==> src/rtl/kn_angle_rejection_trial_defines.svh <==
// assertion helpers for the kn_angle_rejection_trial block
`ifndef KN_ANGLE_REJECTION_TRIAL_DEFINES_SVH
`define KN_ANGLE_REJECTION_TRIAL_DEFINES_SVH

// checked on every rising edge once reset is released
`define KART_ASSERT(lbl, prop, msg) \
	lbl: assert property (@(posedge clk) disable iff (!arst_n) (prop)) else $error(msg);

`endif

==> src/rtl/kart_pkg.sv <==
// ----------------------------------------------------------------------------
// kart_pkg
// shared constants and the word carried along the divider cell chain
// ----------------------------------------------------------------------------
package kart_pkg;

	localparam int DIV_STEPS = 31;
	localparam int REM_W     = 45;
	localparam int DEN_W     = 44;

	localparam logic [30:0] Q30_ONE = 31'h4000_0000;

	typedef struct packed {
		logic [REM_W-1:0]     rem;
		logic [DEN_W-1:0]     den;
		logic [DIV_STEPS-1:0] quo;
		logic [31:0]          mu;
		logic [30:0]          m2;
		logic [31:0]          u2;
	} kart_div_t;

endpackage

==> src/rtl/kart_div_cell.sv <==
// ----------------------------------------------------------------------------
// kart_div_cell
// one restoring-division step: one quotient bit per cell, registered
// ----------------------------------------------------------------------------
module kart_div_cell import kart_pkg::*; (
	input  logic      clk,
	input  logic      arst_n,
	input  logic      en,
	input  logic      in_vld,
	input  kart_div_t in_word,
	output logic      out_vld,
	output kart_div_t out_word
);

	logic             vld_q;
	kart_div_t        word_q;
	logic             ge;
	logic [REM_W-1:0] diff;
	logic [REM_W-1:0] rem_next;
	kart_div_t        word_next;

	always_comb begin
		ge        = in_word.rem >= {1'b0, in_word.den};
		diff      = in_word.rem - {1'b0, in_word.den};
		rem_next  = ge ? diff : in_word.rem;
		word_next = in_word;
		// remainder stays below den, so the shift cannot overflow
		word_next.rem = {rem_next[REM_W-2:0], 1'b0};
		word_next.quo = {in_word.quo[DIV_STEPS-2:0], ge};
	end

	always_ff @(posedge clk or negedge arst_n) begin
		if (!arst_n) begin
			vld_q <= 1'b0;
		end else if (en) begin
			vld_q <= in_vld;
		end
	end

	always_ff @(posedge clk) begin
		if (en) begin
			word_q <= word_next;
		end
	end

	assign out_vld  = vld_q;
	assign out_word = word_q;

endmodule

==> config.mk <==
export PLATFORM = sky130hd
export DESIGN_NAME = kart_div_cell
export DESIGN_NICKNAME = d
export VERILOG_FILES = /design/src/rtl/kn_angle_rejection_trial_defines.svh /design/src/rtl/kart_pkg.sv /design/src/rtl/kart_div_cell.sv
export SDC_FILE = /design/constraint.sdc
export NUM_CORES = 1
export LEC_CHECK = 0
export ABC_CLOCK_PERIOD_IN_PS = 1200
export BUFFER_PORTS_ARGS = -buffer_cell sky130_fd_sc_hd__buf_2
export CAP_MARGIN = 15
export CORE_AREA = 2 2 168 170
export DETAILED_ROUTE_END_ITERATION = 10
export DIE_AREA = 0 0 170 172
export GPL_TIMING_DRIVEN = 0
export PLACE_DENSITY = 0.6
export SLEW_MARGIN = 20
export SYNTH_ARGS = -nofsm -noshare
export SYNTH_HDL_FRONTEND = slang
export SYNTH_SLANG_ARGS = --single-unit
==> constraint.sdc <==
create_clock -name clk -period 1.2 [get_ports clk]
set_clock_uncertainty 0.15 [all_clocks]
set_input_delay 0.24 -clock clk [delete_from_list [all_inputs] [get_ports clk]]
set_output_delay 0.24 -clock clk [all_outputs]
set_load 0.01 [all_outputs]
# [After elaboration in Yosys (flattened, before gate mapping)]
# Index checks and enable logic that the tools add are counted.
[totals] register_bits=215 word_cells=10
[op_classes] n_addsub=1 n_lt_le_gt_ge=1 muxes=1
[ops] operator="45-bit by 44-bit greater-or-equal comparator with 1-bit output" n=1
[ops] operator="44-bit two-way mux" n=1
[ops] operator="44-bit subtractor" n=1

# [Logic depth before layout (Yosys ltp)]
[logic_depth] word_depth=2 depth_mapped=15 mapped_depth_nobuf=12

# [Worst setup path before layout]
# Ideal clock, no wire load.
[synth_timing] kind="in2reg" startpoint="in in_word[142] in the netlist's numbering" endpoint="reg word_q (netlist bit out_word[214]) (data pin)" setup_ns=0.265 arrival_ns=2.682 required_ns=0.785 slack_ns=-1.897 cell_stages=11 path_buffers=0 path_cell_list="inv_1 > ha_1 > a21oi_4 > o21ai_2 > or2_0 > or4b_4 > nand3_2 > a21oi_2 > a311o_1 > a2111oi_4 > o31ai_2"
[synth_between] elab_chain_len=2 word_cells_on_any_way=3 classes_between="1 x add/sub; 1 x order compare; 1 x mux"
[synth_rtl] item="start, declared" line="kart_div_cell.sv:10" rtl="input kart_div_t in_word,"
[synth_rtl] item="44-bit subtractor / 45-bit by 44-bit greater-or-equal comparator with 1-bit output (equally long branches)" line="kart_div_cell.sv:24, kart_div_cell.sv:23"
[synth_rtl] item="44-bit two-way mux (*)" line="kart_div_cell.sv:25" rtl="rem_next = ge ? diff : in_word.rem;"
[synth_rtl] item="net rem_next[43]" line="kart_div_cell.sv:19" rtl="logic [REM_W-1:0] rem_next;"
[synth_rtl] item="end signal, assigned" line="kart_div_cell.sv:42" rtl="word_q <= word_next;"
[synth_rtl] item="end, declared" line="kart_div_cell.sv:16" rtl="kart_div_t word_q;"
# The timed path passes the listed nets; every way through them passes the cells marked *.
# A chain may end at the register's enable or synchronous reset.

# [Worst setup path in the final report]
[layout_timing] startpoint="in in_word[177] in the netlist's numbering" endpoint="reg word_q (netlist bit out_word[199]) (data pin)"
# Same word-level chain as after synthesis.

==> impl_metrics.csv <==
group,metric,value,unit
floorplan,io_pins,435,
timing,slew_violations,0,
finish,fin_cells,1808,
synth,synth_edf_count,214,
finish,syn_to_final_growth,81.7,%
timing,setup_ws,-1.37,ns
finish,seq_area,6450,um2
floorplan,die_area,29200,um2
clock_network,htreeDepth,1,
synth,syn_nets,973,
status,outcome,"finished, violations left",
setup_path,worst_setup_path_end_kind,"register",
detailed_routing,wire_per_inst,21.1,um
placed_design,placed_area,12700,um2
synth,ys_dominant_reg_cell,"edfxtp_1",
synth,synthesis.yosys.warnings,0,
placed_design,io_buffers,432,
power,p_comb_share,26.5,%
clock_network,numCtsBuffers,25,
synth,synth_top_family_by_area,"compound AO/OA/AOI/OAI gates",
synth,synthMuxAreaShare,1.29,%
power,vdd_drop_max,1.04,mV
synth,synth_xor_area_share,3.46,%
finish,multi_input_comb_area,3990,um2
synth,synthTopCellsByArea,"edfxtp_1, ha_1, a21oi_1, xnor2_1, nor2_1",
setup_path,crit_fanout,6,
synth,yosys.area.top_type_share,66.9,%
run,maxCapViolations,0,
power,power.density,1340,nW/um2
global_routing,grt_use_total,24.0,%
finish,final_core_util,63.5,%
timing,finalSetupTns,-103.25,ns
clock_network,clkLatencyLatePin,0.51,ns
global_routing,antenna_found_initial,6,
finish,nets,1703,
synth,synth_commonest_cells,"edfxtp_1, a21oi_1, nor2_1, inv_1, ha_1",
synth,synth.distinct_cells,67,
detailed_routing,ant_nets,0,
floorplan,coreArea,27500,um2
power,pwr-share-clk,33.4,%
detailed_routing,drtIter0Drc,566,
floorplan,num_rows,61,
clock_network,clock-sinks,215,
global_routing,grt_max_degree,52,
clock_network,cts_tree,"done",
synth,yosys.area_share.simple,7.57,%
power,power,23.3,mW
placed_design,dp.cells,1489,
power,p_leak,7.36,nW
floorplan,fp.dieW,170,um
synth,ys_seq_elements,215,
power,switching_share,27.4,%
synth,yosysSeqAreaShare,67.2,%
global_routing,grt_pass1_wl,52.9,mm
timing,fmax,389,MHz
finish,n_fill_cell,2092,
setup_path,cp.arrival,2.68,ns
setup_path,crit_type,"in2reg",
synth,synth_top_area_cell,"edfxtp_1",
clock_network,cts-root-buf,"clkbuf_16",
detailed_routing,routed_wl,38.2,mm
clock_network,clk_pin_slew,0.06,ns
global_routing,grt_pass1_vias,8881,
worst_hold_path,hold_class,"in2reg",
finish,layout-drive-gt1-share,50.0,%
placed_design,finalWeightedCongestion,0.860,
timing,setup_violations,260,
setup_path,setup.worst_path.start_class,"primary input",
detailed_routing,vias,8926,
timing,min_period,2.57,ns
power,p_seq_share,40.1,%
placed_design,place_ws,-2.13,ns
synth,yosysMostFrequentCell,"edfxtp_1",
synth,synth_fa_ha_area_share,5.94,%
power,p_switching,6.39,mW
timing,hold_viol_final,34,
timing,slew_headroom,50.9,%
status,violations,"negative hold slack, negative setup slack",
detailed_routing,via_per_inst,4.94,
synth,async_flop_share,0.465,%
synth,synth_compound_area_share,11.7,%
placed_design,dp_hpwl,24.3,mm
timing,period_share,214,%
synth,syn_area,9610,um2
finish,finalInstanceArea,17500,um2
setup_path,critical_path_required,1.31,ns
clock_network,ctsHoldBuffers,216,
timing,worst_pin_slew,0.729,ns
detailed_routing,drc,0,
floorplan,start_util,35.0,%
timing,whs,-0.0352,ns
clock_network,clockBufferDepth,3,
detailed_routing,drt-pass1-iter-count,4,
floorplan,die_h,172,um
synth,syn_avg_cell_area,13.5,um2
power,p_int,16.9,mW
timing,rsz0062_at_grt,"true",
synth,netlist_instances,709,
global_routing,overflow,0,
-- cells in the final DEF, fill, tap and decap left out, drive strengths merged, types with 6 or more instances in the layout --
master       instances
and3                 7
inv                 57
a31oi               10
nand3                8
xnor2               29
nor2                59
nor3                 6
xor2                 9
a21o                18
nand2               43
o21a                 8
mux2                11
clkbuf              32
a21oi               76
nand4                7
edfxtp             214
buf                494
clkinv              11
ha                  44
o21ai               22
nor2b                7
dlygate4sd3        216
-- flip-flops by register name, summed over array words and instances (netlist names) --
register  cells
out_vld       1
out_word    214
-- power groups by stage --
stage               combinational [mW]  clock, mW  sequential (mW)
floorplan                         1.88          0             9.89
global placement                  4.13          0             9.49
detailed placement                4.19          0             9.45
CTS                               5.62       7.88             9.32
global route                      6.60       8.24             9.41
finish                            6.19       7.79             9.34
-- cell type report --
| class | count | share of cell area [%] |
|---|---|---|
| inverters | 56 | 1.38 |
| well taps | 346 | 2.48 |
| repair buffers | 705 | 30.4 |
| flip-flops and latches | 215 | 37.0 |
| clock buffers | 26 | 3.60 |
| multi-input cells | 423 | 22.9 |
| plain buffers | 13 | 1.11 |
| diodes | 5 | 0.0717 |
| clock inverters | 19 | 1.18 |
-- final timing paths --
path	startpoint	to	slack [ns]	depth (start not counted)
max in group asynchronous	arst_n	out_vld	0.36	3
worst min register to register	out_vld	out_vld	0.36	1
min in group asynchronous	arst_n	out_vld	0.43	3
worst min-delay path	en	out_word[92]	-0.04	1
worst max register to register	out_vld	out_vld	0.31	1
worst max-delay path	in_word[177]	out_word[199]	-1.37	12
-- kinds of logic (layout without fill, tap and decap cells) --
logic type / Yosys count / count (layout)
other: 1 / 6
AOI/OAI and AO/OA: 172 / 172
muxes: 11 / 11
xor gates and xnor gates: 38 / 38
buffers and inverters: 71 / 819
adders and majority gates: 45 / 45
DFF: 215 / 215
and+or+nand+nor: 156 / 156
-- timing repair --
action	CTS	global route
gates cloned	8	2
pin swaps	33	53
setup endpoints to repair	362	260
buffers inserted	32	16
resized for setup	135	144
endpoints found under the hold margin	249	34
-- critical path: stages --
cell,delay (ns)
buf_2,0.12
ha_4,0.26
nor2b_2,0.17
or3_1,0.32
o22a_1,0.24
o21a_4,0.26
a22o_4,0.24
o21ai_4,0.17
inv_4,0.07
buf_12,0.15
buf_16,0.15
mux2_4,0.29
-- routing by layer --
| metal | GRT usage (%) | wire (um) |
|---|---|---|
| met1 | 28.0 | 14600 |
| met5 | 0 | 44 |
| met4 | 9.62 | 1860 |
| met2 | 41.5 | 18800 |
| met3 | 7.14 | 2940 |
No activity file was read; power rests on OpenSTA's default activity.
